==> config.mk <==
export PLATFORM = sky130hd
export DESIGN_NAME = one_wire_bus_master_core
export DESIGN_NICKNAME = d
export VERILOG_FILES = /design/src/owb_pkg.sv /design/src/owb_cfg.sv /design/src/one_wire_bus_master_core.sv
export SDC_FILE = /design/constraint.sdc
export NUM_CORES = 1
export LEC_CHECK = 0
export BUFFER_PORTS_ARGS = -buffer_cell sky130_fd_sc_hd__buf_2
export CAP_MARGIN = 30
export CELL_PAD_IN_SITES_DETAIL_PLACEMENT = 0
export CELL_PAD_IN_SITES_GLOBAL_PLACEMENT = 1
export CORE_UTILIZATION = 49
export CTS_CLUSTER_SIZE = 10
export DETAILED_ROUTE_END_ITERATION = 8
export PLACE_DENSITY = 0.86
export SLEW_MARGIN = 0
export SYNTH_ARGS = -nofsm -noshare
export SYNTH_HDL_FRONTEND = slang
export SYNTH_SLANG_ARGS = --single-unit
==> constraint.sdc <==
create_clock -name clk -period 11.1 [get_ports clk]
set_input_delay 2.22 -clock clk [delete_from_list [all_inputs] [get_ports clk]]
set_output_delay 2.22 -clock clk [all_outputs]
set_load 0.01 [all_outputs]
==> src/owb_pkg.sv <==
`timescale 1ns / 1ps
// ---------------------------------------------------------------------------
// owb_pkg
// Shared types, command codes, register indexes and the CRC-8 helper of the
// one-wire bus master.
// ---------------------------------------------------------------------------
package owb_pkg;

  // Command codes carried by in_op
  localparam logic [2:0] OP_NONE    = 3'd0;
  localparam logic [2:0] OP_RESET   = 3'd1;
  localparam logic [2:0] OP_WRITE   = 3'd2;
  localparam logic [2:0] OP_READ    = 3'd3;
  localparam logic [2:0] OP_CLR_CRC = 3'd4;

  // Configuration register indexes
  localparam logic [2:0] CFG_RESET_LOW    = 3'd0;
  localparam logic [2:0] CFG_PRES_DELAY   = 3'd1;
  localparam logic [2:0] CFG_RESET_TAIL   = 3'd2;
  localparam logic [2:0] CFG_SHORT_LOW    = 3'd3;
  localparam logic [2:0] CFG_LONG_LOW     = 3'd4;
  localparam logic [2:0] CFG_SLOT_LEN     = 3'd5;
  localparam logic [2:0] CFG_READ_SAMPLE  = 3'd6;

  localparam int unsigned CFG_DATA_W = 10;

  // Dallas CRC-8, reflected polynomial
  localparam logic [7:0] CRC_POLY = 8'h8C;

  // Reset values of the timing registers
  localparam logic [9:0] RST_RESET_LOW   = 10'd480;
  localparam logic [9:0] RST_PRES_DELAY  = 10'd70;
  localparam logic [9:0] RST_RESET_TAIL  = 10'd410;
  localparam logic [5:0] RST_SHORT_LOW   = 6'd6;
  localparam logic [6:0] RST_LONG_LOW    = 7'd60;
  localparam logic [6:0] RST_SLOT_LEN    = 7'd70;
  localparam logic [5:0] RST_READ_SAMPLE = 6'd15;

  // Bus sequencer phases, one-hot
  typedef enum logic [4:0] {
    PH_IDLE  = 5'b00001,
    PH_RLOW  = 5'b00010,
    PH_RREL  = 5'b00100,
    PH_RTAIL = 5'b01000,
    PH_SLOT  = 5'b10000
  } phase_t;

  // Timing configuration as seen by the sequencer
  typedef struct packed {
    logic [9:0] reset_low_time;
    logic [9:0] presence_sample_delay;
    logic [9:0] reset_tail_time;
    logic [5:0] short_low_time;
    logic [6:0] long_low_time;
    logic [6:0] slot_length;
    logic [5:0] read_sample_delay;
  } cfg_t;

  // Fold one received bit into the running CRC
  function automatic logic [7:0] crc_fold(input logic [7:0] crc, input logic bit_in);
    logic [7:0] shifted;
    shifted = {1'b0, crc[7:1]};
    return (crc[0] ^ bit_in) ? (shifted ^ CRC_POLY) : shifted;
  endfunction

endpackage

==> src/owb_cfg.sv <==
`timescale 1ns / 1ps
// ---------------------------------------------------------------------------
// owb_cfg
// Timing register file. Takes one write per cycle; indexes past the last
// register are accepted and dropped.
// ---------------------------------------------------------------------------
module owb_cfg (
  input  logic                               clk,
  input  logic                               rst_n,
  input  logic                               cfg_valid,
  output logic                               cfg_ready,
  input  logic [2:0]                         cfg_index,
  input  logic [owb_pkg::CFG_DATA_W-1:0]     cfg_data,
  output owb_pkg::cfg_t                      cfg
);
  import owb_pkg::*;

  cfg_t cfg_r;

  // Always ready: a write completes in the cycle it is offered
  assign cfg_ready = 1'b1;
  assign cfg       = cfg_r;

  // Register writes, each field truncated to its own width
  always_ff @(posedge clk) begin
    if (!rst_n) begin
      cfg_r.reset_low_time        <= RST_RESET_LOW;
      cfg_r.presence_sample_delay <= RST_PRES_DELAY;
      cfg_r.reset_tail_time       <= RST_RESET_TAIL;
      cfg_r.short_low_time        <= RST_SHORT_LOW;
      cfg_r.long_low_time         <= RST_LONG_LOW;
      cfg_r.slot_length           <= RST_SLOT_LEN;
      cfg_r.read_sample_delay     <= RST_READ_SAMPLE;
    end else if (cfg_valid && cfg_ready) begin
      case (cfg_index)
        CFG_RESET_LOW:   cfg_r.reset_low_time        <= cfg_data[9:0];
        CFG_PRES_DELAY:  cfg_r.presence_sample_delay <= cfg_data[9:0];
        CFG_RESET_TAIL:  cfg_r.reset_tail_time       <= cfg_data[9:0];
        CFG_SHORT_LOW:   cfg_r.short_low_time        <= cfg_data[5:0];
        CFG_LONG_LOW:    cfg_r.long_low_time         <= cfg_data[6:0];
        CFG_SLOT_LEN:    cfg_r.slot_length           <= cfg_data[6:0];
        CFG_READ_SAMPLE: cfg_r.read_sample_delay     <= cfg_data[5:0];
        default: ;
      endcase
    end
  end

endmodule

==> src/one_wire_bus_master_core.sv <==
`timescale 1ns / 1ps
// ---------------------------------------------------------------------------
// one_wire_bus_master_core
// One-wire bus master driven by microsecond ticks: reset with presence
// detect, byte write, byte read (LSB first) and a running Dallas CRC-8.
//
//   channel | dir | handshake          | payload
//   in_     | in  | in_valid/in_stall  | op, tx_byte, line_level (one tick)
//   out_    | out | out_valid/out_stall| pull_low, busy, done, presence, rx, crc
//   cfg_    | in  | cfg_valid/cfg_ready| index 3b, data 10b
//
// One tick per clock cycle sustained while out_stall is low; a tick waits in
// the input register, then moves to the result register, where its result
// is valid.
// The sequencer update and the CRC fold are combinational, between the
// input register and the result register.
// in_stall rises only when a tick is held in the input register while the
// result register is full and stalled.
// rst_n is synchronous; it restores the default timings and idles the bus.
// ---------------------------------------------------------------------------
module one_wire_bus_master_core #(
  parameter int TIMER_WIDTH = 10
) (
  input  logic                           clk,
  input  logic                           rst_n,
  // tick input
  input  logic                           in_valid,
  output logic                           in_stall,
  input  logic [2:0]                     in_op,
  input  logic [7:0]                     in_tx_byte,
  input  logic                           in_line_level,
  // per-tick result
  output logic                           out_valid,
  input  logic                           out_stall,
  output logic                           out_pull_low,
  output logic                           out_busy_res,
  output logic                           out_done_res,
  output logic                           out_presence,
  output logic [7:0]                     out_rx_byte,
  output logic [7:0]                     out_crc_value,
  output logic                           out_crc_ok,
  // configuration writes
  input  logic                           cfg_valid,
  output logic                           cfg_ready,
  input  logic [2:0]                     cfg_index,
  input  logic [owb_pkg::CFG_DATA_W-1:0] cfg_data
);
  import owb_pkg::*;

  localparam int CW = 17;
  localparam logic [CW-1:0] TMAX = CW'((32'd1 << TIMER_WIDTH) - 32'd1);

  cfg_t cfg;

  owb_cfg u_cfg (
    .clk       (clk),
    .rst_n     (rst_n),
    .cfg_valid (cfg_valid),
    .cfg_ready (cfg_ready),
    .cfg_index (cfg_index),
    .cfg_data  (cfg_data),
    .cfg       (cfg)
  );

  // Input register
  logic       in_vld_r, in_vld_nxt;
  logic [2:0] op_r;
  logic [7:0] tx_r;
  logic       line_r;

  // Sequencer state
  phase_t                 phase_r, phase_nxt;
  logic [TIMER_WIDTH-1:0] tc_r, tc_nxt;
  logic [2:0]             bitpos_r, bitpos_nxt;
  logic [7:0]             shift_r, shift_nxt;
  logic                   reading_r, reading_nxt;
  logic [7:0]             crc_r, crc_nxt;
  logic                   pres_r, pres_nxt;
  logic [7:0]             rx_r, rx_nxt;

  // Result register
  logic out_vld_r, out_vld_nxt;
  logic pull_r, busy_r, done_r;
  logic pull_nxt, busy_nxt, done_nxt;

  logic accept, proc;

  // Handshake: a held tick moves on whenever the result register frees up
  assign proc     = in_vld_r && (!out_vld_r || !out_stall);
  assign in_stall = in_vld_r && !proc;
  assign accept   = in_valid && !in_stall;

  always_comb begin
    in_vld_nxt  = accept ? 1'b1 : (proc ? 1'b0 : in_vld_r);
    out_vld_nxt = proc ? 1'b1 : (out_stall ? out_vld_r : 1'b0);
  end

  // One tick of the bus sequencer
  always_comb begin
    phase_t         ph;
    logic [CW-1:0]  tc;
    logic [CW-1:0]  len, lim, tc_inc;
    logic           adv;
    logic [6:0]     slot, sidx, low;
    phase_nxt   = phase_r;
    tc          = CW'(tc_r);
    bitpos_nxt  = bitpos_r;
    shift_nxt   = shift_r;
    reading_nxt = reading_r;
    crc_nxt     = crc_r;
    pres_nxt    = pres_r;
    rx_nxt      = rx_r;
    pull_nxt    = 1'b0;
    done_nxt    = 1'b0;
    busy_nxt    = 1'b0;
    ph          = phase_r;

    // Command decode while idle
    if (ph == PH_IDLE) begin
      tc         = '0;
      bitpos_nxt = '0;
      case (op_r)
        OP_RESET: begin
          crc_nxt = '0;
          ph      = PH_RLOW;
        end
        OP_WRITE: begin
          shift_nxt   = tx_r;
          reading_nxt = 1'b0;
          ph          = PH_SLOT;
        end
        OP_READ: begin
          shift_nxt   = '0;
          reading_nxt = 1'b1;
          ph          = PH_SLOT;
        end
        OP_CLR_CRC: begin
          crc_nxt  = '0;
          done_nxt = 1'b1;
        end
        default: ;
      endcase
    end

    // Duration of the current phase, clipped to the timer and at least one
    case (ph)
      PH_RLOW:  len = CW'(cfg.reset_low_time);
      PH_RREL:  len = CW'(cfg.presence_sample_delay);
      PH_RTAIL: len = CW'(cfg.reset_tail_time);
      PH_SLOT:  len = CW'(cfg.slot_length);
      default:  len = CW'(1);
    endcase
    lim    = (len > TMAX) ? TMAX : len;
    lim    = (lim == '0) ? CW'(1) : lim;
    tc_inc = (tc < TMAX) ? tc + CW'(1) : tc;
    adv    = (tc_inc >= lim);

    // Slot timing: low pulse width and read sample point
    slot = (cfg.slot_length == '0) ? 7'd1 : cfg.slot_length;
    sidx = (7'(cfg.read_sample_delay) < slot) ? 7'(cfg.read_sample_delay) : slot - 7'd1;
    if (reading_nxt || shift_nxt[0])
      low = 7'(cfg.short_low_time);
    else
      low = cfg.long_low_time;

    if (ph != PH_IDLE) busy_nxt = 1'b1;

    case (ph)
      PH_IDLE: ;
      PH_RLOW: begin
        pull_nxt = 1'b1;
        if (adv) ph = PH_RREL;
      end
      PH_RREL: begin
        if (adv) begin
          pres_nxt = !line_r;
          ph       = PH_RTAIL;
        end
      end
      PH_RTAIL: begin
        if (adv) begin
          ph       = PH_IDLE;
          done_nxt = 1'b1;
        end
      end
      PH_SLOT: begin
        pull_nxt = (tc < CW'(low));
        if (reading_nxt && (tc == CW'(sidx))) begin
          shift_nxt = {line_r, shift_nxt[7:1]};
          crc_nxt   = crc_fold(crc_nxt, line_r);
        end
        if (adv) begin
          if (!reading_nxt) shift_nxt = {1'b0, shift_nxt[7:1]};
          if (bitpos_nxt == 3'd7) begin
            bitpos_nxt = '0;
            if (reading_nxt) rx_nxt = shift_nxt;
            ph       = PH_IDLE;
            done_nxt = 1'b1;
          end else begin
            bitpos_nxt = bitpos_nxt + 3'd1;
          end
        end
      end
      default: begin
        ph       = PH_IDLE;
        busy_nxt = 1'b1;
      end
    endcase

    tc_nxt    = adv ? '0 : TIMER_WIDTH'(tc_inc);
    phase_nxt = ph;
  end

  // Control and state registers
  always_ff @(posedge clk) begin
    if (!rst_n) begin
      in_vld_r  <= 1'b0;
      out_vld_r <= 1'b0;
      phase_r   <= PH_IDLE;
      tc_r      <= '0;
      bitpos_r  <= '0;
      shift_r   <= '0;
      reading_r <= 1'b0;
      crc_r     <= '0;
      pres_r    <= 1'b0;
      rx_r      <= '0;
    end else begin
      in_vld_r  <= in_vld_nxt;
      out_vld_r <= out_vld_nxt;
      if (proc) begin
        phase_r   <= phase_nxt;
        tc_r      <= tc_nxt;
        bitpos_r  <= bitpos_nxt;
        shift_r   <= shift_nxt;
        reading_r <= reading_nxt;
        crc_r     <= crc_nxt;
        pres_r    <= pres_nxt;
        rx_r      <= rx_nxt;
      end
    end
  end

  // Payload registers
  always_ff @(posedge clk) begin
    if (accept) begin
      op_r   <= in_op;
      tx_r   <= in_tx_byte;
      line_r <= in_line_level;
    end
    if (proc) begin
      pull_r <= pull_nxt;
      busy_r <= busy_nxt;
      done_r <= done_nxt;
    end
  end

  assign out_valid     = out_vld_r;
  assign out_pull_low  = pull_r;
  assign out_busy_res  = busy_r;
  assign out_done_res  = done_r;
  assign out_presence  = pres_r;
  assign out_rx_byte   = rx_r;
  assign out_crc_value = crc_r;
  assign out_crc_ok    = (crc_r == '0);

endmodule

==> summary.txt <==
Placement
  – DP Area: 6750 µm²
  – Placement Setup Slack: 6.21 ns
  – IO Port Bufs: 52
  – Final GP Congestion: 0.897
  – DP HPWL: 12,100 µm

Timing
  – # setup viols final: 0
  – Final worst slack: 6.22 ns
  – Min cycle time layout: 4.88 ns
  – Slew HR: 0.304
  – RSZ-0062 raised after global routing: no
  – Fmax: 205 MHz
  – Max-slew violations: 0
  – Slew @ Worst Pin: 1.04 ns
  – Final Hold Viols: 0
  – Post-route clock period utilization: 0.440
  – TNS Setup: 0 ns
  – Clock Skew: 0.00527 ns

Critical path
  – CP Depth: 3
  – Max FO, Critical Path: 3
  – FF-to-FF path depth: 16
  – Worst Path Buf+Inv: 2
  – Startpoint types: input port
  – Slowest stage delay, CP: 0.19 ns
  – Crit path cell chain: buf_2, and3_1, buf_2
  – Critical Path RT: 8.88 ns
  – CP delay by family, top: buffers and inverters
  – RR Startpoint: op_r[0]
  – Crit path capture: in_stall
  – Worst EP arrival: 2.66 ns
  – Critical path capture point type: primary output
  – Crit Path Class: in2out
  – Worst reg-to-reg setup slack: 6.25 ns
  – CP dominant cell by count: buf_2
  – CP startpoint: out_stall
  – R2r endpoint: out_rx_byte[1]
  – Crit path max-delay cell type: and3_1

Finish
  – Fill count: 1,203
  – Most common cell after layout, fill and taps aside: nand2_1
  – Layout cells sized above 1: 0.134
  – Nets: 853
  – # diodes: 0
  – Post-Layout Inst Area: 7390 µm²
  – Commonest non-fill, non-tap cells in the layout: nand2_1, dfxtp_1, a21oi_1, nor2_1, buf_2
  – Layout area overhead: 15.1%

Logic synthesis
  – FF+latch count, synth: 117
  – Sequential cell area fraction in the yosys report: 0.388
  – Yosys warns: 0
  – Post-synth EDFFs: 15
  – Cells after Synth: 763
  – Asr flop ratio synth: 0
  – Mapped Area: 6420 µm²
  – Library cells used by synthesis: 78
  – Most used DFF post-synth: dfxtp_1
  – Mean post-synth cell area: 8.42 µm²
  – Syn nets: 818

Run
  – Max-cap viol count: 0

Floorplan
  – Top Ports: 54
  – Die width: 116 µm
  – Die Span Y: 116 µm
  – Rows: 41
  – Die footprint: 13,600 µm²
  – Placeable Area: 12,700 µm²
  – Initial Utilization: 0.505

Power
  – Logic pwr share: 0.090
  – Int Pwr: 0.874 mW
  – Power Dens Cells: 154 nW/µm²
  – Net Sw Frac: 0.233
  – Switching power: 0.266 mW
  – Leak pwr: 3.14 nW
  – Peak VDD IR: 0.141 mV
  – Clock power share: 0.514
  – Part of the power in registers: 0.396

Global routing
  – Global-route wire length before repair: 27,200 µm
  – GRT Overall Usage: 0.264
  – Largest net degree at the start of global routing: 53
  – Vias in the first global route: 5,464
  – GRT Residual Overflow: 0
  – Antenna violations before repair: 0

Clock tree
  – Sink Count: 117
  – Clk root buf: clkbuf_16
  – Clock Tree Buf Depth: 2
  – Post-CTS sizing: 0
  – CTS H-tree lvls: 4
  – CTS tree: built
  – Worst-Skew Late Latency: 0.42 ns
  – Cts hold-fix bufs: 0
  – Clock Pin Slew Worst Setup and Hold Paths: 0.05 ns
  – CTS Buf Count: 17
  – Setup Buffers After CTS: 0

Routing
  – DR iter-0 viols: 389
  – DRC: 0
  – Total number of vias: 5,719
  – Vias/cell: 5.82
  – Drt total wl: 16,900 µm
  – Routed WL per cell: 17.1 µm
  – Antenna Violating Nets Remaining: 0
  – DRT Pass-1 Iters: 5

Min path
  – Worst min-delay path class: reg2reg

Status
  – Outcome: finished clean
## metrics by stage
step / hold slack (ns) / power [mW] / cells / utilization
after CTS: 0.458 / 1.15 / 983 / 0.581
after global placement: 0.442 / 0.558 / 950 / 0.530
after floorplan: 0.436 / 0.530 / 763 / -
after detailed placement: 0.446 / 0.561 / 951 / 0.530
after global routing: 0.480 / 1.18 / 983 / 0.581
final: 0.459 / 1.14 / 983 / 0.581
## cells by family (layout without fill, tap and decap cells)
group / count (synthesis) / count (layout) / synth area share
and+or+nand+nor: 326 / 326 / 0.245
xor gates and xnor gates: 17 / 17 / 0.0232
AOI/OAI and AO/OA: 176 / 176 / 0.193
adders and majority gates: 25 / 25 / 0.0487
muxes: 38 / 38 / 0.0608
other: 1 / 1 / 0.000584
DFF: 117 / 117 / 0.388
buffers and inverters: 63 / 111 / 0.0405
## flip-flops by register name, indices dropped and copies added (netlist names), 3 cells and up
signal         count
bitpos_r           3
out_rx_byte        8
tx_r               8
shift_r            8
phase_r            5
out_crc_value      8
op_r               3
tc_r              10
u_cfg.cfg         56
## cell usage after synthesis, types with 8 or more instances
library cell / number / area, µm²
a221oi_1: 8 / 70.1
and2_1: 9 / 56.3
nand2b_1: 8 / 50.1
and3_1: 9 / 56.3
nor3_1: 12 / 60.1
nor2_1: 56 / 210
mux2i_1: 35 / 350
a22o_1: 8 / 70.1
a22oi_1: 10 / 75.1
a21oi_1: 56 / 280
nand2_1: 139 / 522
nand3_1: 42 / 210
o22ai_1: 9 / 56.3
dfxtp_1: 102 / 2040
inv_1: 22 / 82.6
o21ai_0: 20 / 100
clkbuf_1: 31 / 116
nor2b_1: 8 / 50.1
edfxtp_1: 15 / 450
xor2_1: 10 / 87.6
ha_1: 25 / 313
a211oi_1: 8 / 60.1
## area by class of cell
class / instances / area (µm²) / share of cell area
inverter: 24 / 90.1 / 0.0122
clock buffer: 26 / 532 / 0.0720
sequential: 117 / 2490 / 0.337
multi-input combinational: 583 / 3670 / 0.496
timing repair buffer: 55 / 283 / 0.0383
clock inverter: 6 / 109 / 0.0147
tap: 172 / 215 / 0.0291
## power by group through the flow
stage          Combinational, mW  Sequential [mW]  Clock, mW
4_1_cts                    0.103            0.451      0.595
2_1_floorplan             0.0743            0.456          0
3_5_place_dp               0.102            0.459          0
3_3_place_gp              0.0993            0.459          0
5_1_grt                    0.113            0.452      0.614
6_report                   0.103            0.451      0.586
## metal layers
metal | GRT usage | up-vias | wire, µm
met4 | 0.0940 | 0 | 347
met3 | 0.0586 | 27 | 816
met5 | 0 | - | 0
met2 | 0.465 | 185 | 8210
met1 | 0.315 | 2695 | 7480
li1 | - | 2812 | -
## how the worst min path moves through the flow
stage / slack (ns) / startpoint / depth (start not counted) / to
finish: 0.46 / u_cfg.cfg[46] / 2 / u_cfg.cfg[46]
global route: 0.48 / out_rx_byte[6] / 1 / out_rx_byte[6]
CTS: 0.46 / u_cfg.cfg[47] / 2 / u_cfg.cfg[47]
detailed placement: 0.45 / out_rx_byte[0] / 1 / out_rx_byte[0]
global placement: 0.44 / out_rx_byte[5] / 1 / out_rx_byte[5]
floorplan: 0.44 / u_cfg.cfg[35] / 2 / u_cfg.cfg[35]
## worst min-delay path, cell delays in order (launching register included)
cell and delay (ns):
dfxtp_1 0.31, nand2_1 0.05, a21oi_1 0.05
(Power assumes the default switching activity.)
